**src/rtl/core/postfix_expression_evaluator_macros.svh**
```systemverilog
// ----------------------------------------------------------------------------
// Postfix evaluator assertion macros
// Immediate-implication and next-cycle-implication checks, removable as a set.
// ----------------------------------------------------------------------------
`ifndef POSTFIX_EXPRESSION_EVALUATOR_MACROS_SVH
`define POSTFIX_EXPRESSION_EVALUATOR_MACROS_SVH

`ifndef NO_ASSERTIONS
`define PEE_ASSERT_NOW(label, clk, rst, pre, post) \
   label: assert property (@(posedge clk) disable iff (rst) (pre) |-> (post)) \
      else $error("postfix evaluator check failed");
`define PEE_ASSERT_NEXT(label, clk, rst, pre, post) \
   label: assert property (@(posedge clk) disable iff (rst) (pre) |=> (post)) \
      else $error("postfix evaluator check failed");
`else
`define PEE_ASSERT_NOW(label, clk, rst, pre, post)
`define PEE_ASSERT_NEXT(label, clk, rst, pre, post)
`endif

`endif

```
**src/rtl/core/pee_pkg.sv**
```systemverilog
// ----------------------------------------------------------------------------
// Postfix evaluator package
// Token and status codes, saturation limits and the microcode program.
// ----------------------------------------------------------------------------
package pee_pkg;

   localparam int VALUE_W = 32;
   localparam int MODE_W  = 3;
   localparam int TOL_W   = 31;

   typedef logic signed [VALUE_W-1:0] value_type;

   localparam value_type SAT_MAX = 32'sh7FFF_FFFF;
   localparam value_type SAT_MIN = 32'sh8000_0000;

   typedef enum logic [MODE_W-1:0] {
      MD_PUSH    = 3'd0,
      MD_ADD     = 3'd1,
      MD_SUB     = 3'd2,
      MD_MUL     = 3'd3,
      MD_DIV     = 3'd4,
      MD_INVALID = 3'd5
   } mode_type;

   typedef enum logic [2:0] {
      ST_OK       = 3'd0,
      ST_OVERFLOW = 3'd1,
      ST_UNDERFLOW = 3'd2,
      ST_DIVZERO  = 3'd3,
      ST_INVALID  = 3'd4,
      ST_EMPTY    = 3'd5
   } status_type;

   typedef enum logic [3:0] {
      U_IDLE   = 4'd0,
      U_DECODE = 4'd1,
      U_PUSH   = 4'd2,
      U_RDB    = 4'd3,
      U_RDA    = 4'd4,
      U_LATA   = 4'd5,
      U_ADD    = 4'd6,
      U_MUL    = 4'd7,
      U_MULSH  = 4'd8,
      U_DCHK   = 4'd9,
      U_DWAIT  = 4'd10,
      U_WRITE  = 4'd11,
      U_END    = 4'd12,
      U_ANS    = 4'd13
   } uaddr_type;

   typedef enum logic [1:0] {RD_NONE, RD_TOP, RD_SEC} rd_type;
   typedef enum logic [1:0] {LAT_NONE, LAT_A, LAT_B} lat_type;
   typedef enum logic [2:0] {
      EXE_NONE, EXE_ADDSUB, EXE_MUL, EXE_MULSH, EXE_DIVCHK, EXE_DIVGET
   } exe_type;
   typedef enum logic [1:0] {WR_NONE, WR_PUSH, WR_RESULT} wr_type;
   typedef enum logic {FIN_NONE, FIN_ANSWER} fin_type;
   typedef enum logic [3:0] {
      NX_SEQ, NX_JMP, NX_ACCEPT, NX_DISPATCH, NX_OPSEL,
      NX_DIVCHK, NX_WAITDIV, NX_LAST, NX_WAITOUT
   } nxt_type;

   typedef struct packed {
      rd_type    rd;
      lat_type   lat;
      exe_type   exe;
      wr_type    wr;
      fin_type   fin;
      nxt_type   nxt;
      uaddr_type target;
   } ucode_type;

   function automatic ucode_type ucode_rom(input uaddr_type addr);
      ucode_type w;
      w = '{rd: RD_NONE, lat: LAT_NONE, exe: EXE_NONE, wr: WR_NONE,
            fin: FIN_NONE, nxt: NX_JMP, target: U_IDLE};
      unique case (addr)
         U_IDLE: begin
            w.nxt = NX_ACCEPT;
            w.target = U_DECODE;
         end
         U_DECODE: begin
            w.nxt = NX_DISPATCH;
         end
         U_PUSH: begin
            w.wr = WR_PUSH;
            w.target = U_END;
         end
         U_RDB: begin
            w.rd = RD_TOP;
            w.nxt = NX_SEQ;
         end
         U_RDA: begin
            w.rd = RD_SEC;
            w.lat = LAT_B;
            w.nxt = NX_SEQ;
         end
         U_LATA: begin
            w.lat = LAT_A;
            w.nxt = NX_OPSEL;
         end
         U_ADD: begin
            w.exe = EXE_ADDSUB;
            w.target = U_WRITE;
         end
         U_MUL: begin
            w.exe = EXE_MUL;
            w.nxt = NX_SEQ;
         end
         U_MULSH: begin
            w.exe = EXE_MULSH;
            w.target = U_WRITE;
         end
         U_DCHK: begin
            w.exe = EXE_DIVCHK;
            w.nxt = NX_DIVCHK;
            w.target = U_END;
         end
         U_DWAIT: begin
            w.exe = EXE_DIVGET;
            w.nxt = NX_WAITDIV;
            w.target = U_WRITE;
         end
         U_WRITE: begin
            w.wr = WR_RESULT;
            w.target = U_END;
         end
         U_END: begin
            w.rd = RD_TOP;
            w.nxt = NX_LAST;
            w.target = U_ANS;
         end
         U_ANS: begin
            w.fin = FIN_ANSWER;
            w.nxt = NX_WAITOUT;
            w.target = U_IDLE;
         end
         default: begin
            w.target = U_IDLE;
         end
      endcase
      return w;
   endfunction

endpackage

```
**src/rtl/core/pee_req_if.sv**
```systemverilog
// ----------------------------------------------------------------------------
// Postfix evaluator token channel
// One token per transaction: kind, pushed value and end-of-expression flag.
// ----------------------------------------------------------------------------
interface pee_req_if import pee_pkg::*; ();
   logic              valid;
   logic              ready;
   logic [MODE_W-1:0] mode;
   value_type         operand_value;
   logic              last_token;

   modport source (output valid, mode, operand_value, last_token, input ready);
   modport sink (input valid, mode, operand_value, last_token, output ready);
endinterface

```
**src/rtl/core/pee_rsp_if.sv**
```systemverilog
// ----------------------------------------------------------------------------
// Postfix evaluator result channel
// One answer with its status per completed expression.
// ----------------------------------------------------------------------------
interface pee_rsp_if import pee_pkg::*; ();
   logic       valid;
   logic       ready;
   value_type  answer;
   status_type status;

   modport source (output valid, answer, status, input ready);
   modport sink (input valid, answer, status, output ready);
endinterface

```
**src/rtl/core/pee_csr_if.sv**
```systemverilog
// ----------------------------------------------------------------------------
// Postfix evaluator configuration channel
// Write-only transaction carrying the divide-by-zero tolerance.
// ----------------------------------------------------------------------------
interface pee_csr_if import pee_pkg::*; ();
   logic             valid;
   logic             ready;
   logic [TOL_W-1:0] data;

   modport source (output valid, data, input ready);
   modport sink (input valid, data, output ready);
endinterface

```
**src/rtl/core/pee_stack.sv**
```systemverilog
// ----------------------------------------------------------------------------
// Postfix evaluator operand stack memory
// One write port and one registered read port.
// ----------------------------------------------------------------------------
module pee_stack import pee_pkg::*; #(
   parameter int DEPTH = 16,
   localparam int AW = $clog2(DEPTH)
) (
   input  logic          clock,
   input  logic          wr_en,
   input  logic [AW-1:0] wr_addr,
   input  value_type     wr_data,
   input  logic          rd_en,
   input  logic [AW-1:0] rd_addr,
   output value_type     rd_data
);

   value_type stack_mem_ff [DEPTH];
   value_type rd_data_ff;

   always_ff @(posedge clock) begin
      if (wr_en) begin
         stack_mem_ff[wr_addr] <= wr_data;
      end
      if (rd_en) begin
         rd_data_ff <= stack_mem_ff[rd_addr];
      end
   end

   assign rd_data = rd_data_ff;

endmodule

```
**src/rtl/core/pee_div.sv**
```systemverilog
// ----------------------------------------------------------------------------
// Postfix evaluator fixed-point divider
// Restoring divider, one quotient bit per cycle, truncating and saturating.
// ----------------------------------------------------------------------------
module pee_div import pee_pkg::*; #(
   parameter int FRACTION_BITS = 16
) (
   input  logic      clock,
   input  logic      reset,
   input  logic      start,
   input  value_type dividend,
   input  value_type divisor,
   output logic      done,
   output value_type quotient
);

   localparam int DW = VALUE_W + FRACTION_BITS;
   localparam int CW = $clog2(DW + 1);

   logic [CW-1:0]      cnt_ff, cnt_in;
   logic               done_ff, done_in;
   logic               neg_ff;
   logic [VALUE_W-1:0] rem_ff;
   logic [VALUE_W-1:0] dmag_ff;
   logic [DW-1:0]      quo_ff;
   logic [VALUE_W-1:0] mag_a, mag_b;
   logic [VALUE_W:0]   trial;
   logic [VALUE_W:0]   diff;
   logic               qbit;
   logic               hi;
   logic [VALUE_W-1:0] quo_neg;

   assign mag_a = dividend[VALUE_W-1] ? (~dividend + 1'b1) : dividend;
   assign mag_b = divisor[VALUE_W-1] ? (~divisor + 1'b1) : divisor;

   assign trial = {rem_ff, quo_ff[DW-1]};
   assign diff  = trial - {1'b0, dmag_ff};
   assign qbit  = (trial >= {1'b0, dmag_ff});

   always_comb begin
      cnt_in  = cnt_ff;
      done_in = done_ff;
      if (start) begin
         cnt_in  = CW'(DW);
         done_in = 1'b0;
      end else if (cnt_ff != '0) begin
         cnt_in = cnt_ff - 1'b1;
         if (cnt_ff == CW'(1)) begin
            done_in = 1'b1;
         end
      end
   end

   always_ff @(posedge clock) begin
      if (reset) begin
         cnt_ff  <= '0;
         done_ff <= 1'b0;
      end else begin
         cnt_ff  <= cnt_in;
         done_ff <= done_in;
      end
   end

   always_ff @(posedge clock) begin
      if (start) begin
         neg_ff  <= dividend[VALUE_W-1] ^ divisor[VALUE_W-1];
         rem_ff  <= '0;
         dmag_ff <= mag_b;
         quo_ff  <= DW'(mag_a) << FRACTION_BITS;
      end else if (cnt_ff != '0) begin
         rem_ff <= qbit ? diff[VALUE_W-1:0] : trial[VALUE_W-1:0];
         quo_ff <= {quo_ff[DW-2:0], qbit};
      end
   end

   assign hi      = |quo_ff[DW-1:VALUE_W-1];
   assign quo_neg = ~quo_ff[VALUE_W-1:0] + 1'b1;

   always_comb begin
      if (neg_ff) begin
         quotient = hi ? SAT_MIN : value_type'(quo_neg);
      end else begin
         quotient = hi ? SAT_MAX : value_type'(quo_ff[VALUE_W-1:0]);
      end
   end

   assign done = done_ff;

endmodule

```
**src/rtl/core/postfix_expression_evaluator.sv**
```systemverilog
// ----------------------------------------------------------------------------
// Postfix expression evaluator
// Push: accept, decode, write. Add, subtract, multiply: read both operands,
// compute (multiply also shifts), write back; divide waits on the divider.
// A last token adds an answer step, registered onto the result channel once
// it is free. One token at a time. Synchronous reset empties the stack,
// clears the error and the tolerance; the stack memory itself is not cleared.
// ----------------------------------------------------------------------------
`include "postfix_expression_evaluator_macros.svh"

module postfix_expression_evaluator import pee_pkg::*; #(
   parameter int STACK_DEPTH   = 16,
   parameter int FRACTION_BITS = 16
) (
   input  logic       clock,
   input  logic       reset,
   pee_req_if.sink    req_bus,
   pee_rsp_if.source  rsp_bus,
   pee_csr_if.sink    csr_bus
);

   localparam int AW  = $clog2(STACK_DEPTH);
   localparam int SPW = $clog2(STACK_DEPTH + 1);

   uaddr_type          upc_ff, upc_in;
   ucode_type          uw;
   logic [SPW-1:0]     sp_ff, sp_in, sp_m1, sp_m2;
   status_type         err_ff, err_in;
   logic [TOL_W-1:0]   tol_ff;
   logic               rsp_valid_ff, rsp_valid_in;
   value_type          rsp_answer_ff;
   status_type         rsp_status_ff;

   logic [MODE_W-1:0]  tok_mode_ff;
   value_type          tok_value_ff;
   logic               tok_last_ff;
   value_type          a_ff, b_ff, r_ff;
   logic signed [63:0] prod_ff;

   logic               req_acc, out_free, ans_load, div_zero;
   uaddr_type          disp_target, opsel_target;
   status_type         disp_err;
   logic [VALUE_W:0]   addsub_full;
   value_type          addsub_sat, mulsh_sat;
   logic signed [63:0] prod_sh;
   logic [VALUE_W-1:0] b_mag;
   value_type          ans_value;
   status_type         ans_status;

   logic               st_wr_en, st_rd_en;
   logic [AW-1:0]      st_wr_addr, st_rd_addr;
   value_type          st_wr_data, st_rd_data;
   logic               div_start, div_done;
   value_type          div_q;

   assign uw       = ucode_rom(upc_ff);
   assign sp_m1    = sp_ff - SPW'(1);
   assign sp_m2    = sp_ff - SPW'(2);
   assign req_acc  = req_bus.valid && req_bus.ready;
   assign out_free = !rsp_valid_ff || rsp_bus.ready;
   assign ans_load = (uw.fin == FIN_ANSWER) && out_free;

   assign req_bus.ready = !reset && (upc_ff == U_IDLE);
   assign csr_bus.ready = !reset;

   // token decode
   always_comb begin
      disp_target = U_END;
      disp_err    = ST_OK;
      if (err_ff == ST_OK) begin
         unique case (tok_mode_ff)
            MD_PUSH: begin
               if (sp_ff >= SPW'(STACK_DEPTH)) begin
                  disp_err = ST_OVERFLOW;
               end else begin
                  disp_target = U_PUSH;
               end
            end
            MD_ADD, MD_SUB, MD_MUL, MD_DIV: begin
               if (sp_ff < SPW'(2)) begin
                  disp_err = ST_UNDERFLOW;
               end else begin
                  disp_target = U_RDB;
               end
            end
            default: begin
               disp_err = ST_INVALID;
            end
         endcase
      end
   end

   always_comb begin
      unique case (tok_mode_ff)
         MD_ADD, MD_SUB: opsel_target = U_ADD;
         MD_MUL:         opsel_target = U_MUL;
         default:        opsel_target = U_DCHK;
      endcase
   end

   // arithmetic
   always_comb begin
      if (tok_mode_ff == MD_SUB) begin
         addsub_full = {a_ff[VALUE_W-1], a_ff} - {b_ff[VALUE_W-1], b_ff};
      end else begin
         addsub_full = {a_ff[VALUE_W-1], a_ff} + {b_ff[VALUE_W-1], b_ff};
      end
      if (addsub_full[VALUE_W] != addsub_full[VALUE_W-1]) begin
         addsub_sat = addsub_full[VALUE_W] ? SAT_MIN : SAT_MAX;
      end else begin
         addsub_sat = value_type'(addsub_full[VALUE_W-1:0]);
      end
   end

   assign prod_sh = prod_ff >>> FRACTION_BITS;

   always_comb begin
      if ((prod_sh[63:VALUE_W-1] == '0) || (prod_sh[63:VALUE_W-1] == '1)) begin
         mulsh_sat = value_type'(prod_sh[VALUE_W-1:0]);
      end else begin
         mulsh_sat = prod_sh[63] ? SAT_MIN : SAT_MAX;
      end
   end

   assign b_mag     = b_ff[VALUE_W-1] ? (~b_ff + 1'b1) : b_ff;
   assign div_zero  = (b_mag <= {1'b0, tol_ff});
   assign div_start = (uw.exe == EXE_DIVCHK) && !div_zero;

   always_comb begin
      if (err_ff != ST_OK) begin
         ans_value  = '0;
         ans_status = err_ff;
      end else if (sp_ff == '0) begin
         ans_value  = '0;
         ans_status = ST_EMPTY;
      end else begin
         ans_value  = st_rd_data;
         ans_status = ST_OK;
      end
   end

   // sequencer
   always_comb begin
      unique case (uw.nxt)
         NX_SEQ:      upc_in = uaddr_type'(upc_ff + 4'd1);
         NX_JMP:      upc_in = uw.target;
         NX_ACCEPT:   upc_in = req_acc ? uw.target : upc_ff;
         NX_DISPATCH: upc_in = disp_target;
         NX_OPSEL:    upc_in = opsel_target;
         NX_DIVCHK:   upc_in = div_zero ? uw.target : uaddr_type'(upc_ff + 4'd1);
         NX_WAITDIV:  upc_in = div_done ? uw.target : upc_ff;
         NX_LAST:     upc_in = tok_last_ff ? uw.target : U_IDLE;
         NX_WAITOUT:  upc_in = out_free ? uw.target : upc_ff;
         default:     upc_in = U_IDLE;
      endcase
   end

   always_comb begin
      sp_in  = sp_ff;
      err_in = err_ff;
      if (uw.nxt == NX_DISPATCH && disp_err != ST_OK) begin
         err_in = disp_err;
      end
      if (uw.exe == EXE_DIVCHK && div_zero) begin
         err_in = ST_DIVZERO;
         sp_in  = sp_m2;
      end
      if (uw.wr == WR_PUSH) begin
         sp_in = sp_ff + SPW'(1);
      end else if (uw.wr == WR_RESULT) begin
         sp_in = sp_m1;
      end
      if (ans_load) begin
         sp_in  = '0;
         err_in = ST_OK;
      end
   end

   always_comb begin
      rsp_valid_in = rsp_valid_ff;
      if (ans_load) begin
         rsp_valid_in = 1'b1;
      end else if (rsp_bus.ready) begin
         rsp_valid_in = 1'b0;
      end
   end

   always_ff @(posedge clock) begin
      if (reset) begin
         upc_ff       <= U_IDLE;
         sp_ff        <= '0;
         err_ff       <= ST_OK;
         rsp_valid_ff <= 1'b0;
         tol_ff       <= '0;
      end else begin
         upc_ff       <= upc_in;
         sp_ff        <= sp_in;
         err_ff       <= err_in;
         rsp_valid_ff <= rsp_valid_in;
         if (csr_bus.valid && csr_bus.ready) begin
            tol_ff <= csr_bus.data;
         end
      end
   end

   always_ff @(posedge clock) begin
      if (req_acc) begin
         tok_mode_ff  <= req_bus.mode;
         tok_value_ff <= req_bus.operand_value;
         tok_last_ff  <= req_bus.last_token;
      end
      if (uw.lat == LAT_B) begin
         b_ff <= st_rd_data;
      end
      if (uw.lat == LAT_A) begin
         a_ff <= st_rd_data;
      end
      unique case (uw.exe)
         EXE_ADDSUB: r_ff <= addsub_sat;
         EXE_MUL:    prod_ff <= a_ff * b_ff;
         EXE_MULSH:  r_ff <= mulsh_sat;
         EXE_DIVGET: begin
            if (div_done) begin
               r_ff <= div_q;
            end
         end
         default: ;
      endcase
      if (ans_load) begin
         rsp_answer_ff <= ans_value;
         rsp_status_ff <= ans_status;
      end
   end

   assign rsp_bus.valid  = rsp_valid_ff;
   assign rsp_bus.answer = rsp_answer_ff;
   assign rsp_bus.status = rsp_status_ff;

   // stack ports
   assign st_wr_en   = (uw.wr != WR_NONE);
   assign st_wr_addr = (uw.wr == WR_PUSH) ? sp_ff[AW-1:0] : sp_m2[AW-1:0];
   assign st_wr_data = (uw.wr == WR_PUSH) ? tok_value_ff : r_ff;
   assign st_rd_en   = (uw.rd != RD_NONE) && (sp_ff != '0);
   assign st_rd_addr = (uw.rd == RD_SEC) ? sp_m2[AW-1:0] : sp_m1[AW-1:0];

   pee_stack #(
      .DEPTH(STACK_DEPTH)
   ) u_stack (
      .clock   (clock),
      .wr_en   (st_wr_en),
      .wr_addr (st_wr_addr),
      .wr_data (st_wr_data),
      .rd_en   (st_rd_en),
      .rd_addr (st_rd_addr),
      .rd_data (st_rd_data)
   );

   pee_div #(
      .FRACTION_BITS(FRACTION_BITS)
   ) u_div (
      .clock    (clock),
      .reset    (reset),
      .start    (div_start),
      .dividend (a_ff),
      .divisor  (b_ff),
      .done     (div_done),
      .quotient (div_q)
   );

   `PEE_ASSERT_NOW(a_sp_range, clock, reset, 1'b1, sp_ff <= SPW'(STACK_DEPTH))
   `PEE_ASSERT_NEXT(a_acc_decode, clock, reset, req_acc, upc_ff == U_DECODE)
   `PEE_ASSERT_NEXT(a_ans_clear, clock, reset, ans_load, (sp_ff == '0) && (err_ff == ST_OK))
   `PEE_ASSERT_NEXT(a_err_hold, clock, reset, (err_ff != ST_OK) && !ans_load, err_ff == $past(err_ff))

endmodule
```
**src/flat_wrapper.sv**
```systemverilog
// flat-port wrapper written by rule: the top's interface ports become plain ports
module postfix_expression_evaluator_flat import pee_pkg::*;
#(
   parameter int STACK_DEPTH   = 16,
   parameter int FRACTION_BITS = 16
)
  (clock, reset, req_bus_valid, req_bus_mode, req_bus_operand_value, req_bus_last_token, req_bus_ready, rsp_bus_valid, rsp_bus_answer, rsp_bus_status, rsp_bus_ready, csr_bus_valid, csr_bus_data, csr_bus_ready);
  pee_req_if req_bus_i ();
  pee_rsp_if rsp_bus_i ();
  pee_csr_if csr_bus_i ();
  input  logic clock;
  input  logic reset;
  input wire logic [$bits(req_bus_i.valid)-1:0] req_bus_valid;
  input wire logic [$bits(req_bus_i.mode)-1:0] req_bus_mode;
  input wire logic [$bits(req_bus_i.operand_value)-1:0] req_bus_operand_value;
  input wire logic [$bits(req_bus_i.last_token)-1:0] req_bus_last_token;
  output wire logic [$bits(req_bus_i.ready)-1:0] req_bus_ready;
  output wire logic [$bits(rsp_bus_i.valid)-1:0] rsp_bus_valid;
  output wire logic [$bits(rsp_bus_i.answer)-1:0] rsp_bus_answer;
  output wire logic [$bits(rsp_bus_i.status)-1:0] rsp_bus_status;
  input wire logic [$bits(rsp_bus_i.ready)-1:0] rsp_bus_ready;
  input wire logic [$bits(csr_bus_i.valid)-1:0] csr_bus_valid;
  input wire logic [$bits(csr_bus_i.data)-1:0] csr_bus_data;
  output wire logic [$bits(csr_bus_i.ready)-1:0] csr_bus_ready;
  assign req_bus_i.valid = req_bus_valid;
  assign req_bus_i.mode = req_bus_mode;
  assign req_bus_i.operand_value = req_bus_operand_value;
  assign req_bus_i.last_token = req_bus_last_token;
  assign req_bus_ready = req_bus_i.ready;
  assign rsp_bus_valid = rsp_bus_i.valid;
  assign rsp_bus_answer = rsp_bus_i.answer;
  assign rsp_bus_status = rsp_bus_i.status;
  assign rsp_bus_i.ready = rsp_bus_ready;
  assign csr_bus_i.valid = csr_bus_valid;
  assign csr_bus_i.data = csr_bus_data;
  assign csr_bus_ready = csr_bus_i.ready;
  postfix_expression_evaluator #(.STACK_DEPTH(STACK_DEPTH), .FRACTION_BITS(FRACTION_BITS)) u_core (.clock(clock), .reset(reset), .req_bus(req_bus_i), .rsp_bus(rsp_bus_i), .csr_bus(csr_bus_i));
endmodule
```
**config.mk**
```make
export PLATFORM = sky130hd
export DESIGN_NAME = postfix_expression_evaluator_flat
export DESIGN_NICKNAME = d
export VERILOG_FILES = /design/src/rtl/core/pee_pkg.sv /design/src/rtl/core/pee_req_if.sv /design/src/rtl/core/pee_rsp_if.sv /design/src/rtl/core/pee_csr_if.sv /design/src/rtl/core/pee_stack.sv /design/src/rtl/core/pee_div.sv /design/src/rtl/core/postfix_expression_evaluator.sv /design/src/flat_wrapper.sv
export VERILOG_INCLUDE_DIRS = /design/src /design/src/rtl/core
export SDC_FILE = /design/constraint.sdc
export NUM_CORES = 2
export LEC_CHECK = 0
export BUFFER_PORTS_ARGS = -buffer_cell sky130_fd_sc_hd__buf_4
export CELL_PAD_IN_SITES_DETAIL_PLACEMENT = 1
export CELL_PAD_IN_SITES_GLOBAL_PLACEMENT = 2
export CORE_ASPECT_RATIO = 1.25
export CORE_MARGIN = 3
export CORE_UTILIZATION = 45
export DETAILED_ROUTE_END_ITERATION = 10
export PLACE_DENSITY = 0.93
export SYNTH_ARGS = -nofsm -noshare
export SYNTH_HDL_FRONTEND = slang
export SYNTH_HIERARCHICAL = 1
export SYNTH_SLANG_ARGS = --single-unit
```
**constraint.sdc**
```tcl
create_clock -name clock -period 9 [get_ports clock]
set_clock_uncertainty 0.15 [all_clocks]
set_input_delay 1.35 -clock clock [delete_from_list [all_inputs] [get_ports clock]]
set_output_delay 1.35 -clock clock [all_outputs]
set_load 0.02 [all_outputs]
```
# Word level (Yosys, flattened, before mapping)
# Memories as Yosys holds them, arrays and structs flattened. A register that Yosys moved wholly into a read port is not among the register bits.
# Index checks and enable logic that the tools add are counted.
# Widths: inputs -> output; s select.
# word_totals
register_bits	395
ram_bits	512
inputBits	72
output_inout_bits	38
elab_cells	183
n_memories	1
# classes
add_sub_neg	11
mul	1
magnitude_cmp	4
eq_ne	42
mux	53
n_bitwise	4
reduce_logical	44
# memory_table
memory	words	word_bits	read_ports	rd_clocked_by_memory_dff	write_ports	line	source
u_core.u_stack.stack_mem_ff	16	32	1	1	1	pee_stack.sv:18	value_type stack_mem_ff [DEPTH];
# op_table
cell	count
$mux 32	12
$add 32x1->32 const B	3
$mux 48	2
$not 32->32	3
$pmux 32 s3	1
$mul 32x32->64	1
$mux 4	10
$pmux 4 s9	1
$add 32x32->33	1
$eq 33x33->1 const B	1
$ge 33x32->1	1
$logic_not 33->1	1
$mux 33	1
$sub 32x32->33	1
$eq 4x3->1 const B	8
$le 32x31->1	1
$pmux 4 s8	1
$sub 32x32->32	1
$eq 4x4->1 const B	7
$reduce_or 17->1	1
$eq 4x2->1 const B	4
$pmux 4 s2	2
$pmux 4 s4	1
$mux 5	3
40 further kinds	91

# Depth between registers and ports, before layout
# logic_depth
depth_word	8
depth_mapped	28
ltp_nobuf	26

# Hierarchy
# Netlist, hierarchy kept.
# modules_own_cells
mod	instances	cells_each	area_each_um2	seq_area_each_um2
postfix_expression_evaluator	1	5126	50188.1	7337.0
pee_stack	1	838	20155.6	16335.7
pee_div	1	1048	8585.7	3052.9

# Worst setup path before layout
# Ideal clock, no wire load.
# synth_path
kind	register to register
from	register u_core.b_ff[2]
to	register u_core.prod_ff[62], data pin
setup_time_ns	0.195
arrival_ns	7.816
t_required_ns	8.655
slack_ns	0.839
stages_incl_launch_ff	26
path_buffers	2
synth_period_minus_slack_ns	8.161
cell_sequence	edfxtp_1 clkbuf_1 buf_1 nand2_1 inv_1 fa_1 fa_1 fa_1 fa_1 inv_1 fa_1 inv_1 fa_1 inv_1 fa_1 fa_1 inv_1 ha_1 a21o_1 a21o_1 a21oi_1 and3_1 o211a_1 or3_1 a211o_1 o311ai_0
# synth_between
elab_chain_len	1
# synth_lines
element	line	source
from (decl)	postfix_expression_evaluator.sv:37	value_type a_ff, b_ff, r_ff;
from (signal assigned)	postfix_expression_evaluator.sv:213	b_ff <= st_rd_data;
$mul 32x32->64	postfix_expression_evaluator.sv:220	EXE_MUL: prod_ff <= a_ff * b_ff;
to (signal assigned)	postfix_expression_evaluator.sv:220	
to (decl)	postfix_expression_evaluator.sv:38	logic signed [63:0] prod_ff;
# Every way passes these cells.
# A chain may end at the register's enable or synchronous reset.

# Worst setup path in the final report
# layout_path
from	register u_core.a_ff[31]
to	register u_core.prod_ff[63], data pin
# layout_between
elab_chain_len	1
# layout_lines
element	line	source
from (decl)	postfix_expression_evaluator.sv:37	
from (signal assigned)	postfix_expression_evaluator.sv:216	a_ff <= st_rd_data;
$mul 32x32->64	postfix_expression_evaluator.sv:220	
# Every way passes these cells.

==> impl_metrics.ini <==
[outcome]
outcome = complete, but fails checks
violations = setup timing

[die]
rows = 171
ios = 110
die_area_mm2 = 0.180
initial_utilization = 0.454
die_w_um = 381
core_mm2 = 0.174
die_y_um = 474

[timing]
hold_viol = 0
min_period_ps = 9010
whs_ps = 329
fmax_ghz = 0.111
finalCritPeriodShare = 1.00
setup_viol = 1
slew_headroom = 0.255
tightest_slew_ps = 1090
setup_slack_ps = -9.40
maxSlewViolCount = 0

[critical_path]
start_kind = flop
end_kind = flop
r2r_slack_ps = -9
crit_arrival_ps = 9340
path_max_fanout = 7
required_ps = 9340
path_class = reg -> reg

[clocking]
cts_tree = yes
clockRootBuffer = clkbuf_16
clock_latency_ps = 770
clkTransAtPathRegs_ps = 60
cts_buffer_depth = 3
holdBufCountCts = 0
clkSinkCount = 923
htreeDepth = 3
numCtsBuffers = 96

[synthesis]
syn_area_mm2 = 0.0789
ys.flop_type = edfxtp_1
synth_compound_area_frac = 0.0709
syn_nets = 8462
synth_fa_ha_area_frac = 0.321
synthSimpleGateAreaFrac = 0.121
ys_ff_latch = 923
synthCells = 7012
synthDistinctLibCells = 94
ys_async_sr_fraction = 0
ys_seq_area_frac = 0.339
yosysTopAreaCell = edfxtp_1
synth_edf_count = 824
ys_top_cells_by_area = edfxtp_1, fa_1, inv_1, ha_1, and2_1
synth.mux.area_fraction = 0.0471
synth_area_per_cell_um2 = 11.3
synth_most_common_cell = inv_1
synth_common_cells = inv_1, fa_1, edfxtp_1
synth_top_area_share = 0.313
synthXorXnorAreaFrac = 0.0280
synth_top_family_by_area = adder cells
yosys_warnings = 6

[grt]
grt_pass1_vias = 62800
grt_usage = 0.296
antenna_found_initial = 27
grt-ovfl-total = 0
grt_max_degree = 92
grt_pass1_wl_mm = 399

[route]
drtIter0Drc = 5571
vias = 56200
wire_per_inst_um = 28.0
antenna_left = 0
drc = 0
via_per_inst = 5.90
first_pass_iters = 5
wl_mm = 267

[place]
dpl_worst_slack_ps = -174
dpl.hpwl_mm = 190
postPlaceCellArea_mm2 = 0.0830
io_buffers = 109
gp_congestion = 0.950

[cells_and_area]
synthToLayoutAreaGrowth_pct = 10.1
layout.nets = 8547
design_area_mm2 = 0.0869
layout-drive-gt1-share = 0.110

[job]
drv_cap = 0

[min_path]
worstHoldPathType = reg -> reg
[state kept, by name (all words and copies together) (netlist names), 4 cells and up]
name	count
u_core/tol_ff	31
u_core/r_ff	32
u_core/u_div/dmag_ff	32
u_core/u_div/rem_ff	32
u_core/u_stack/rd_data	32
u_core/upc_ff	4
u_core/a_ff	32
u_core/prod_ff	48
u_core/tok_value_ff	32
u_core/b_ff	32
u_core/u_div/quo_ff	48
u_core/rsp_bus.answer	32
u_core/sp_ff	5
u_core/u_stack/stack_mem_ff	512
u_core/u_div/cnt_ff	6
[placed cells by master, fill, tap and decap left out, types with 16 or more instances in the layout]
cell type  count
nor3_1        68
buf_12        25
o31ai_1       39
clkbuf_1      18
mux4_2       128
mux2_2        34
nand4_1       37
nand2b_1      30
ha_1         294
nor2b_1       22
o21a_1        21
edfxtp_1     824
diode_2       20
o21ai_0      158
a21o_1        74
nor4_1        17
clkbuf_16     97
mux2i_1       44
dfxtp_1       99
o21bai_1      16
a211oi_1      47
a21oi_1      156
xnor2_1      163
xor2_1        88
nand3_1       45
and2_1       556
a22oi_1       97
o211ai_2      20
o21ai_1       21
nand2_1      772
buf_4        346
and3_1        20
fa_1        1081
inv_1       1132
or3_1         32
nor2_1       219
a31oi_1       17
[final cells by class]
class	instances	area, um^2
Antenna cell	20	50.0
Clock buffer	122	2590
Clock inverter	55	638
Fill cell	18400	87000
Inverter	1133	4250
Multi-Input combinational cell	4571	46600
Sequential cell	923	26700
Tap cell	2335	2920
Timing Repair Buffer	372	3110
[stage by stage]
step	utilization	instances	setup TNS [ps]
final	0.500	9531	-9.40
after global routing	0.500	9513	-55.5
after CTS	0.497	9475	0
after detailed placement	0.477	9273	-585
after global placement	0.477	9273	0
after floorplan	-	7012	0
[what timing repair did]
action	in CTS	in global routing
pin swaps	1	1
gates resized for setup	0	11
setup endpoints to repair	11	10
setup buffers	25	36
[critical path: stages (launching register included)]
cell and delay (ps):
edfxtp_1 480, buf_4 210, nand2_1 180, inv_1 170, fa_1 630, fa_1 500, fa_2 730, buf_4 250
fa_1 460, fa_1 500, fa_1 510, fa_1 490, inv_1 60, fa_1 500, inv_1 50, ha_1 380
nand4_1 210, nand2b_1 210, o22ai_1 370, nand4_1 140, buf_4 200, o211a_1 260, or3_1 480, and3_1 210
a211oi_1 380
[routing by layer]
| metal | part of all wire | vias up | GRT usage |
|---|---|---|---|
| met1 | 0.36 | 29500 | 0.352 |
| met5 | 0.00041 | - | 0 |
| met3 | 0.081 | 787 | 0.0582 |
| met2 | 0.50 | 2845 | 0.510 |
| li1 | - | 23100 | - |
| met4 | 0.059 | 13 | 0.153 |
[cell families (layout without fill, tap and decap cells)]
family / after synthesis / after routing
AO/OA/AOI/OAI: 816 / 816
other: 0 / 20
multiplexers: 207 / 207
AND/OR/NAND/NOR: 1918 / 1918
buffers and inverters: 1518 / 1682
XOR/XNOR: 252 / 252
adder cells (fa/ha/maj): 1378 / 1378
flip-flops: 923 / 923
[worst paths after layout]
check                     startpoint                      end  cells past startpoint
min          u_core/u_div/rem_ff[31]  u_core/u_div/rem_ff[31]                      2
max                  u_core/a_ff[31]       u_core/prod_ff[63]                     24
min reg2reg  u_core/u_div/rem_ff[31]  u_core/u_div/rem_ff[31]                      2
max reg2reg          u_core/a_ff[31]       u_core/prod_ff[63]                     24
Power is not shown: default switching activity piles up to over one toggle a cycle in this logic, so the estimate is an artifact.
